File: src/sv/assert_macros.svh
// ----------------------------------------------------------------------------
// Assertion macros
// Concurrent assertion helpers. They compile away when SYNTH is defined.
// ----------------------------------------------------------------------------
`ifndef ASSERT_MACROS_SVH
`define ASSERT_MACROS_SVH
`ifndef SYNTH
`define ASSERT_ALWAYS(label, clk, rst, expr) \
  label: assert property (@(posedge clk) disable iff (rst) (expr)) \
    else $error("assertion failed");
`define ASSERT_IMPLY(label, clk, rst, pre, post) \
  label: assert property (@(posedge clk) disable iff (rst) (pre) |-> (post)) \
    else $error("assertion failed");
`define ASSERT_NEXT(label, clk, rst, pre, post) \
  label: assert property (@(posedge clk) disable iff (rst) (pre) |=> (post)) \
    else $error("assertion failed");
`else
`define ASSERT_ALWAYS(label, clk, rst, expr)
`define ASSERT_IMPLY(label, clk, rst, pre, post)
`define ASSERT_NEXT(label, clk, rst, pre, post)
`endif
`endif

File: src/sv/shtok_pkg.sv
// ----------------------------------------------------------------------------
// Shell argument tokenizer package
// Shared types, character codes and helpers of the tokenizer.
// ----------------------------------------------------------------------------
`default_nettype none

package shtok_pkg;

  typedef enum logic [1:0] {
    KIND_BYTE  = 2'd0,
    KIND_END   = 2'd1,
    KIND_DONE  = 2'd2,
    KIND_ERROR = 2'd3
  } kind_t;

  localparam logic [7:0] CHAR_NUL        = 8'h00;
  localparam logic [7:0] CHAR_BACKSLASH  = 8'h5C;
  localparam logic [7:0] CHAR_SQUOTE     = 8'h27;
  localparam logic [7:0] CHAR_DQUOTE     = 8'h22;
  localparam logic [7:0] CHAR_HASH       = 8'h23;
  localparam logic [7:0] ARG_SLOTS_RESET = 8'd16;

  typedef struct packed {
    logic       in_single_quote;
    logic       in_double_quote;
    logic       escape_pending;
    logic       inside_argument;
    logic       first_byte_pending;
    logic       comment_seen;
    logic       drop_to_line_end;
    logic [7:0] argument_count;
    logic [7:0] comment_index;
  } line_state_t;

  localparam line_state_t LINE_CLEAR = '0;

  typedef struct packed {
    kind_t      kind;
    logic [7:0] data_byte;
    logic [7:0] arg_index;
    logic [7:0] arg_total;
    logic       last;
  } result_t;

  // Up to two results come from one input byte.
  typedef struct packed {
    result_t    first;
    result_t    second;
    logic [1:0] count;
  } step_out_t;

  function automatic logic is_blank(input logic [7:0] c);
    return c inside {8'd32, [8'd9:8'd13]};
  endfunction

endpackage

`default_nettype wire

File: src/sv/shtok_char_if.sv
// ----------------------------------------------------------------------------
// Character channel
// Valid/ready channel that carries one command line byte per transfer.
// ----------------------------------------------------------------------------
`default_nettype none

interface shtok_char_if;
  logic       valid;
  logic       ready;
  logic [7:0] char_code;

  modport source (output valid, output char_code, input ready);
  modport sink   (input valid, input char_code, output ready);
endinterface

`default_nettype wire

File: src/sv/shtok_token_if.sv
// ----------------------------------------------------------------------------
// Token channel
// Valid/ready channel that carries one tokenizer result per transfer.
// ----------------------------------------------------------------------------
`default_nettype none

interface shtok_token_if;
  logic       valid;
  logic       ready;
  logic [1:0] kind;
  logic [7:0] data_byte;
  logic [7:0] arg_index;
  logic [7:0] arg_total;
  logic       last;

  modport source (output valid, output kind, output data_byte, output arg_index,
                  output arg_total, output last, input ready);
  modport sink   (input valid, input kind, input data_byte, input arg_index,
                  input arg_total, input last, output ready);
endinterface

`default_nettype wire

File: src/sv/shtok_step.sv
// ----------------------------------------------------------------------------
// Tokenizer step
// Combinational next line state and up to two results for one input byte.
// ----------------------------------------------------------------------------
`default_nettype none

module shtok_step (
  input  shtok_pkg::line_state_t state,
  input  logic [7:0]             char_code,
  input  logic [7:0]             arg_slots,
  output shtok_pkg::line_state_t state_next,
  output shtok_pkg::step_out_t   step
);

  logic [7:0]         lim_m1;
  logic [7:0]         idx;
  logic               keep;
  logic               blank;
  logic [1:0]         n;
  shtok_pkg::result_t r0;
  shtok_pkg::result_t r1;
  shtok_pkg::result_t extra;

  always_comb begin
    state_next = state;
    r0         = '0;
    r1         = '0;
    extra      = '0;
    n          = 2'd0;
    keep       = 1'b0;
    idx        = 8'd0;
    blank      = shtok_pkg::is_blank(char_code);
    // Register values below two behave as two.
    lim_m1     = (arg_slots < 8'd2) ? 8'd1 : arg_slots - 8'd1;

    if (char_code == shtok_pkg::CHAR_NUL) begin
      if (!state.drop_to_line_end) begin
        if (state.inside_argument && !state.comment_seen) begin
          r0.kind      = shtok_pkg::KIND_END;
          r0.arg_index = state.argument_count - 8'd1;
          n            = 2'd1;
        end
        extra.kind      = shtok_pkg::KIND_DONE;
        extra.arg_total = state.comment_seen ? state.comment_index
                                             : state.argument_count;
        if (n == 2'd0) begin
          r0 = extra;
        end else begin
          r1 = extra;
        end
        n = n + 2'd1;
      end
      state_next = shtok_pkg::LINE_CLEAR;
    end else if (!state.drop_to_line_end && !(!state.inside_argument && blank)) begin
      if (!state.inside_argument) begin
        state_next.inside_argument    = 1'b1;
        state_next.first_byte_pending = 1'b1;
        state_next.argument_count     = state.argument_count + 8'd1;
      end
      idx = state_next.argument_count - 8'd1;

      if (state.escape_pending) begin
        state_next.escape_pending = 1'b0;
        keep                      = 1'b1;
      end else if (char_code == shtok_pkg::CHAR_BACKSLASH) begin
        state_next.escape_pending = 1'b1;
      end else if (state.in_single_quote) begin
        if (char_code == shtok_pkg::CHAR_SQUOTE) begin
          state_next.in_single_quote = 1'b0;
        end else begin
          keep = 1'b1;
        end
      end else if (state.in_double_quote) begin
        if (char_code == shtok_pkg::CHAR_DQUOTE) begin
          state_next.in_double_quote = 1'b0;
        end else begin
          keep = 1'b1;
        end
      end else if (blank) begin
        state_next.inside_argument    = 1'b0;
        state_next.first_byte_pending = 1'b0;
        if (!state.comment_seen) begin
          r0.kind      = shtok_pkg::KIND_END;
          r0.arg_index = idx;
          n            = 2'd1;
        end
        if (state_next.argument_count >= lim_m1) begin
          extra.kind = shtok_pkg::KIND_ERROR;
          if (n == 2'd0) begin
            r0 = extra;
          end else begin
            r1 = extra;
          end
          n                           = n + 2'd1;
          state_next.drop_to_line_end = 1'b1;
        end
      end else if (char_code == shtok_pkg::CHAR_SQUOTE) begin
        state_next.in_single_quote = 1'b1;
      end else if (char_code == shtok_pkg::CHAR_DQUOTE) begin
        state_next.in_double_quote = 1'b1;
      end else begin
        keep = 1'b1;
      end

      if (keep) begin
        // The first kept byte of an argument decides whether a comment starts.
        if (state_next.first_byte_pending) begin
          state_next.first_byte_pending = 1'b0;
          if (char_code == shtok_pkg::CHAR_HASH && !state.comment_seen) begin
            state_next.comment_seen  = 1'b1;
            state_next.comment_index = idx;
          end
        end
        if (!state_next.comment_seen) begin
          r0.kind      = shtok_pkg::KIND_BYTE;
          r0.data_byte = char_code;
          r0.arg_index = idx;
          n            = 2'd1;
        end
      end
    end

    if (n == 2'd1) begin
      r0.last = 1'b1;
    end
    if (n == 2'd2) begin
      r1.last = 1'b1;
    end

    step.first  = r0;
    step.second = r1;
    step.count  = n;
  end

endmodule

`default_nettype wire

File: src/sv/shell_argument_tokenizer.sv
// ----------------------------------------------------------------------------
// Shell argument tokenizer
// Splits a command line into arguments with quote, escape and comment rules.
//
//   channel    dir   payload                                       handshake
//   char_in    in    char_code                                     valid/ready
//   tok_out    out   kind, data_byte, arg_index, arg_total, last   valid/ready
//   cfg        in    cfg_wdata (arg_slots)                         cfg_we
//
// A byte is decoded in the cycle it is accepted; its results show on tok_out
// from the next cycle. A byte with one or no result allows a new byte every
// cycle while tok_out is ready; a byte with two results holds off the next
// byte while the two-entry result register drains. A new byte is taken while
// the final result of the previous one transfers. Reset clears line state,
// sets arg_slots to 16 and empties the result register.
// ----------------------------------------------------------------------------
`default_nettype none

`include "assert_macros.svh"

module shell_argument_tokenizer (
  input  logic                 clk,
  input  logic                 rst,
  shtok_char_if.sink           char_in,
  shtok_token_if.source        tok_out,
  input  logic                 cfg_we,
  input  logic [7:0]           cfg_wdata
);

  shtok_pkg::line_state_t state;
  shtok_pkg::line_state_t state_next;
  shtok_pkg::step_out_t   step;
  shtok_pkg::result_t     slot_a;
  shtok_pkg::result_t     slot_b;
  logic [1:0]             count;
  logic [7:0]             arg_slots;
  logic                   in_fire;
  logic                   out_fire;

  shtok_step u_step (
    .state      (state),
    .char_code  (char_in.char_code),
    .arg_slots  (arg_slots),
    .state_next (state_next),
    .step       (step)
  );

  assign out_fire      = tok_out.valid & tok_out.ready;
  assign char_in.ready = (count == 2'd0) || (count == 2'd1 && tok_out.ready);
  assign in_fire       = char_in.valid & char_in.ready;

  assign tok_out.valid     = (count != 2'd0);
  assign tok_out.kind      = slot_a.kind;
  assign tok_out.data_byte = slot_a.data_byte;
  assign tok_out.arg_index = slot_a.arg_index;
  assign tok_out.arg_total = slot_a.arg_total;
  assign tok_out.last      = slot_a.last;

  always_ff @(posedge clk) begin
    if (rst) begin
      state     <= shtok_pkg::LINE_CLEAR;
      arg_slots <= shtok_pkg::ARG_SLOTS_RESET;
      count     <= 2'd0;
    end else begin
      if (cfg_we) begin
        arg_slots <= cfg_wdata;
      end
      if (in_fire) begin
        state <= state_next;
        count <= step.count;
      end else if (out_fire) begin
        count <= count - 2'd1;
      end
    end
  end

  // Result slots: the second slot moves up when the first one transfers.
  always_ff @(posedge clk) begin
    if (in_fire) begin
      slot_a <= step.first;
      slot_b <= step.second;
    end else if (out_fire) begin
      slot_a <= slot_b;
    end
  end

  `ASSERT_ALWAYS(a_count_range, clk, rst, count != 2'd3)
  `ASSERT_IMPLY(a_pair_head_not_last, clk, rst, count == 2'd2, !slot_a.last)
  `ASSERT_IMPLY(a_drop_closed, clk, rst, state.drop_to_line_end, !state.inside_argument)
  `ASSERT_IMPLY(a_comment_idx, clk, rst, state.comment_seen,
                state.comment_index < state.argument_count)
  `ASSERT_NEXT(a_pair_loaded, clk, rst, in_fire && step.count == 2'd2, count == 2'd2)

endmodule

`default_nettype wire
File: src/flat_wrapper.sv
// flat-port wrapper written by rule: the top's interface ports become plain ports
module shell_argument_tokenizer_flat 
  (clk, rst, cfg_we, cfg_wdata, char_in_valid, char_in_char_code, char_in_ready, tok_out_valid, tok_out_kind, tok_out_data_byte, tok_out_arg_index, tok_out_arg_total, tok_out_last, tok_out_ready);
  shtok_char_if char_in_i ();
  shtok_token_if tok_out_i ();
  input  logic clk;
  input  logic rst;
  input  logic cfg_we;
  input  logic [7:0] cfg_wdata;
  input wire logic [$bits(char_in_i.valid)-1:0] char_in_valid;
  input wire logic [$bits(char_in_i.char_code)-1:0] char_in_char_code;
  output wire logic [$bits(char_in_i.ready)-1:0] char_in_ready;
  output wire logic [$bits(tok_out_i.valid)-1:0] tok_out_valid;
  output wire logic [$bits(tok_out_i.kind)-1:0] tok_out_kind;
  output wire logic [$bits(tok_out_i.data_byte)-1:0] tok_out_data_byte;
  output wire logic [$bits(tok_out_i.arg_index)-1:0] tok_out_arg_index;
  output wire logic [$bits(tok_out_i.arg_total)-1:0] tok_out_arg_total;
  output wire logic [$bits(tok_out_i.last)-1:0] tok_out_last;
  input wire logic [$bits(tok_out_i.ready)-1:0] tok_out_ready;
  assign char_in_i.valid = char_in_valid;
  assign char_in_i.char_code = char_in_char_code;
  assign char_in_ready = char_in_i.ready;
  assign tok_out_valid = tok_out_i.valid;
  assign tok_out_kind = tok_out_i.kind;
  assign tok_out_data_byte = tok_out_i.data_byte;
  assign tok_out_arg_index = tok_out_i.arg_index;
  assign tok_out_arg_total = tok_out_i.arg_total;
  assign tok_out_last = tok_out_i.last;
  assign tok_out_i.ready = tok_out_ready;
  shell_argument_tokenizer u_core (.clk(clk), .rst(rst), .char_in(char_in_i), .tok_out(tok_out_i), .cfg_we(cfg_we), .cfg_wdata(cfg_wdata));
endmodule
File: config.mk
export PLATFORM = sky130hd
export DESIGN_NAME = shell_argument_tokenizer_flat
export DESIGN_NICKNAME = d
export VERILOG_FILES = /design/src/sv/shtok_pkg.sv /design/src/sv/shtok_char_if.sv /design/src/sv/shtok_token_if.sv /design/src/sv/shtok_step.sv /design/src/sv/shell_argument_tokenizer.sv /design/src/flat_wrapper.sv
export VERILOG_INCLUDE_DIRS = /design/src /design/src/sv
export SDC_FILE = /design/constraint.sdc
export NUM_CORES = 1
export LEC_CHECK = 0
export BUFFER_PORTS_ARGS = -buffer_cell sky130_fd_sc_hd__buf_2
export CORE_AREA = 10 10 96 98
export CTS_CLUSTER_SIZE = 40
export DETAILED_ROUTE_END_ITERATION = 7
export DIE_AREA = 0 0 106 108
export PLACE_DENSITY_LB_ADDON = 0.15
export SLEW_MARGIN = 30
export SYNTH_ARGS = -nofsm -noshare
export SYNTH_HDL_FRONTEND = slang
export SYNTH_SLANG_ARGS = --single-unit
File: constraint.sdc
create_clock -name clk -period 5.13 [get_ports clk]
set_input_delay 1.2825 -clock clk [delete_from_list [all_inputs] [get_ports clk]]
set_output_delay 1.2825 -clock clk [all_outputs]
set_load 0.05 [all_outputs]
==> flow_results.xml <==
<?xml version="1.0" encoding="UTF-8"?>
<metrics>
  <group name="floorplanning">
    <metric name="row_count" unit="">32</metric>
    <metric name="fp.dieW" unit="um">106</metric>
    <metric name="start_util" unit="%">56.77</metric>
    <metric name="die_height" unit="um">108</metric>
    <metric name="core-area" unit="mm2">0.007447</metric>
    <metric name="die_area" unit="mm2">0.01145</metric>
    <metric name="io_pins" unit="">50</metric>
  </group>
  <group name="synth">
    <metric name="syn-cell-area" unit="mm2">0.004228</metric>
    <metric name="post_synth_main_area_contributors" unit="">edfxtp_1, dfxtp_1, ha_1, nand2_1, mux2i_1</metric>
    <metric name="synth_compound_gate_area_share" unit="%">13.32</metric>
    <metric name="synth_top_family_by_area" unit="">simple AND/OR/NAND/NOR gates</metric>
    <metric name="synth_simple_gate_area_share" unit="%">24.62</metric>
    <metric name="multiplexer_share_of_the_synthesized_area" unit="%">4.291</metric>
    <metric name="postSynth.topFlopCell" unit="">edfxtp_1</metric>
    <metric name="yosysWarnings" unit="">0</metric>
    <metric name="synth_top_area_share" unit="%">26.99</metric>
    <metric name="synth_seq_area_share" unit="%">42.62</metric>
    <metric name="syn-mean-instance-area" unit="um2">9.292</metric>
    <metric name="synthArstFlopShare" unit="%">0</metric>
    <metric name="post_synthesis_net_count" unit="">493</metric>
    <metric name="synth_enable_flop_cells" unit="">38</metric>
    <metric name="synth_commonest_cells" unit="">nand2_1, nor2_1, edfxtp_1</metric>
    <metric name="synth_largest_area_cell" unit="">edfxtp_1</metric>
    <metric name="synth_xor_area_share" unit="%">5.179</metric>
    <metric name="post_synth_num_cell_types" unit="">65</metric>
    <metric name="yosys.area_share.adder" unit="%">5.031</metric>
    <metric name="synth_cells" unit="">455</metric>
    <metric name="ys_seq_elements" unit="">71</metric>
    <metric name="yosysMostFrequentCell" unit="">nand2_1</metric>
  </group>
  <group name="critical_path">
    <metric name="crit-reg2reg-capture" unit="">u_core.tok_out.last$_DFFE_PP_</metric>
    <metric name="startpoint_type" unit="">flip-flop</metric>
    <metric name="worst_ep_arrival_time" unit="ps">4290</metric>
    <metric name="crit_path_end_kind" unit="">flip-flop</metric>
    <metric name="ff2ff_path_depth" unit="">13</metric>
    <metric name="cp_data_required_time" unit="ps">5220</metric>
    <metric name="r2r_start" unit="">u_core.state[19]$_SDFFE_PP0P_</metric>
    <metric name="critPathMaxFanout" unit="">25</metric>
    <metric name="reg2reg_setup_slack" unit="ps">930</metric>
    <metric name="worstSetupStartpoint" unit="">u_core.state[19]$_SDFFE_PP0P_</metric>
    <metric name="critPathCapture" unit="">u_core.tok_out.last$_DFFE_PP_</metric>
    <metric name="path_class" unit="">flip-flop to flip-flop</metric>
  </group>
  <group name="timing">
    <metric name="rsz0062_at_grt" unit="">false</metric>
    <metric name="timing.max_slew.rel_slack" unit="%">45.61</metric>
    <metric name="worst-slew-pin-transition" unit="ps">814.7</metric>
    <metric name="slew_viol_final" unit="">0</metric>
    <metric name="finalHoldWorstSlack" unit="ps">457.8</metric>
    <metric name="period_share" unit="%">81.87</metric>
    <metric name="finalWorstPathRequiredPeriod" unit="ps">4200</metric>
    <metric name="setup_viol" unit="">0</metric>
    <metric name="timing.setup.tns" unit="ps">0</metric>
    <metric name="max_freq" unit="MHz">238.1</metric>
    <metric name="setup_slack" unit="ps">929.8</metric>
    <metric name="report.final.hold_viol_count" unit="">0</metric>
    <metric name="timing.clock.skew" unit="ps">13.08</metric>
  </group>
  <group name="grt">
    <metric name="grt.total_usage" unit="%">16.80</metric>
    <metric name="grt_start_max_net_pins" unit="">37</metric>
    <metric name="first_global_vias" unit="">3274</metric>
    <metric name="grt_pass1_wl" unit="um">16000</metric>
    <metric name="gr-total-overflow" unit="">0</metric>
    <metric name="initial_antenna_violation_count" unit="">0</metric>
  </group>
  <group name="cts">
    <metric name="cts_setup_buffers" unit="">0</metric>
    <metric name="skew_pair_late_insertion_delay" unit="ps">360</metric>
    <metric name="cts-resized-gates" unit="">0</metric>
    <metric name="hold_fix_buffer_count_after_cts" unit="">0</metric>
    <metric name="cts_buffers" unit="">9</metric>
    <metric name="clock_sinks" unit="">71</metric>
    <metric name="path_clk_slew" unit="ps">80</metric>
    <metric name="clock_tree.buffer_depth" unit="">2</metric>
    <metric name="tritoncts_clock_tree" unit="">built</metric>
    <metric name="cts.htree.levels" unit="">3</metric>
    <metric name="clk_root_buffer_cell" unit="">clkbuf_8</metric>
  </group>
  <group name="detailed_routing">
    <metric name="detail_route.iter0.violations" unit="">288</metric>
    <metric name="dr.pass1.iters" unit="">5</metric>
    <metric name="detail_route.wirelength" unit="um">9627</metric>
    <metric name="detail_route.wl_per_cell" unit="um">16.26</metric>
    <metric name="drt.antenna.violating_nets" unit="">0</metric>
    <metric name="vias_per_cell" unit="">5.804</metric>
    <metric name="vias_after_detailed_routing" unit="">3436</metric>
    <metric name="drcViolationCount" unit="">0</metric>
  </group>
  <group name="min_path">
    <metric name="worst_hold_check_path_type" unit="">flip-flop to flip-flop</metric>
    <metric name="min_delay_path_depth" unit="">2</metric>
  </group>
  <group name="finish">
    <metric name="final_util" unit="%">63.07</metric>
    <metric name="antenna-diode-count" unit="">0</metric>
    <metric name="share_of_cells_above_drive_strength_1" unit="%">17.14</metric>
    <metric name="nNetsFinal" unit="">523</metric>
    <metric name="nFillCells" unit="">667</metric>
    <metric name="syn_to_final_growth" unit="%">11.10</metric>
  </group>
  <group name="outcome">
    <metric name="run_status" unit="">completed</metric>
  </group>
  <group name="place">
    <metric name="detailedPlace.worstSlack" unit="ps">994.3</metric>
    <metric name="dp_hpwl" unit="um">6972</metric>
    <metric name="gp_congestion" unit="">0.8406</metric>
    <metric name="port-buffer-count" unit="">49</metric>
  </group>
  <group name="power">
    <metric name="report.power.total" unit="W">0.002304</metric>
    <metric name="pwr_density_cell" unit="mW/mm2">490.5</metric>
    <metric name="vdd.ir_drop.worst" unit="mV">0.1999</metric>
    <metric name="leakage_power_summed_over_all_cells" unit="nW">1.803</metric>
  </group>
  <group name="flow_run">
    <metric name="max-cap-violations" unit="">0</metric>
  </group>
</metrics>
## cell usage in the layout, fill, tap and decap left out, drive strengths merged, types with 13 or more instances in the layout
master / instances
inv: 22
mux2i: 17
o21ai: 17
nor3: 15
or3: 13
a21oi: 16
nor2: 47
nand2: 46
xnor2: 15
buf: 50
ha: 17
edfxtp: 38
dfxtp: 33
## worst max-delay path: stages, from the launching register on
cell and delay, ps:
dfxtp_1 580, nand4b_1 370, nor2_1 260, xor2_1 360, ha_1 320, a2111oi_0 580
nand2b_1 100, o21ai_0 410, inv_1 120, ha_1 290, nand3_1 80, o22ai_1 80
a2bb2oi_1 270, o31ai_1 120
## report_power, final
group | leakage [nW] | total (W) | internal, W | switching [W]
Clock | 0.111 | 0.000515 | 0.000280 | 0.000236
Sequential | 0.653 | 0.000826 | 0.000768 | 0.0000582
Combinational | 1.04 | 0.000962 | 0.000259 | 0.000703
Total | 1.80 | 0.00230 | 0.00131 | 0.000997
## registers in the layout, summed over array words and instances (netlist names)
signal and count:
u_core.tok_out.arg_index 8, u_core.state 23, u_core.arg_slots 8, u_core.tok_out.last 1
u_core.slot_b 11, u_core.count 2, u_core.tok_out.kind 2, u_core.tok_out.data_byte 8
u_core.tok_out.arg_total 8
## per-layer routing
layer | global-route usage, % | wire length (um)
met1 | 21.63 | 4425
met2 | 27.74 | 4539
met3 | 3.807 | 551
met4 | 4.932 | 110
met5 | 0 | 0
## metrics by stage
stage,cells,cell area (um2)
final,592,4697
after global routing,592,4697
after CTS,592,4697
after detailed placement,576,4471
after global placement,576,4471
after floorplan,455,4228
## kinds of logic (layout without fill, tap and decap cells)
group / count (synthesis) / after routing
AND/OR/NAND/NOR: 192 / 192
XOR/XNOR: 25 / 25
adder cells (fa/ha/maj): 17 / 17
AO/OA/AOI/OAI: 82 / 82
buffers and inverters: 50 / 85
flip-flops: 71 / 71
multiplexers: 18 / 18
## cell type report
| type | count | area [um2] | share of cell area [%] |
|---|---|---|---|
| Multi-Input combinational cell | 334 | 2217 | 47.20 |
| Sequential cell | 71 | 1802 | 38.36 |
| Timing Repair Buffer | 50 | 252.7 | 5.381 |
| Tap cell | 102 | 127.6 | 2.717 |
| Clock buffer | 9 | 123.9 | 2.637 |
| Clock inverter | 7 | 102.6 | 2.184 |
| Inverter | 19 | 71.32 | 1.518 |
## worst min path at each step
stage                                       from                            to  slack, ps
floorplan           u_core.state[1]$_SDFFE_PP0P_  u_core.state[1]$_SDFFE_PP0P_        430
global placement    u_core.state[4]$_SDFFE_PP0P_  u_core.state[4]$_SDFFE_PP0P_        440
detailed placement  u_core.state[4]$_SDFFE_PP0P_  u_core.state[4]$_SDFFE_PP0P_        440
CTS                 u_core.state[4]$_SDFFE_PP0P_  u_core.state[4]$_SDFFE_PP0P_        460
global route        u_core.state[2]$_SDFFE_PP0P_  u_core.state[2]$_SDFFE_PP0P_        490
finish              u_core.state[3]$_SDFFE_PP0P_  u_core.state[3]$_SDFFE_PP0P_        460
No activity file was read; power rests on OpenSTA's default activity.
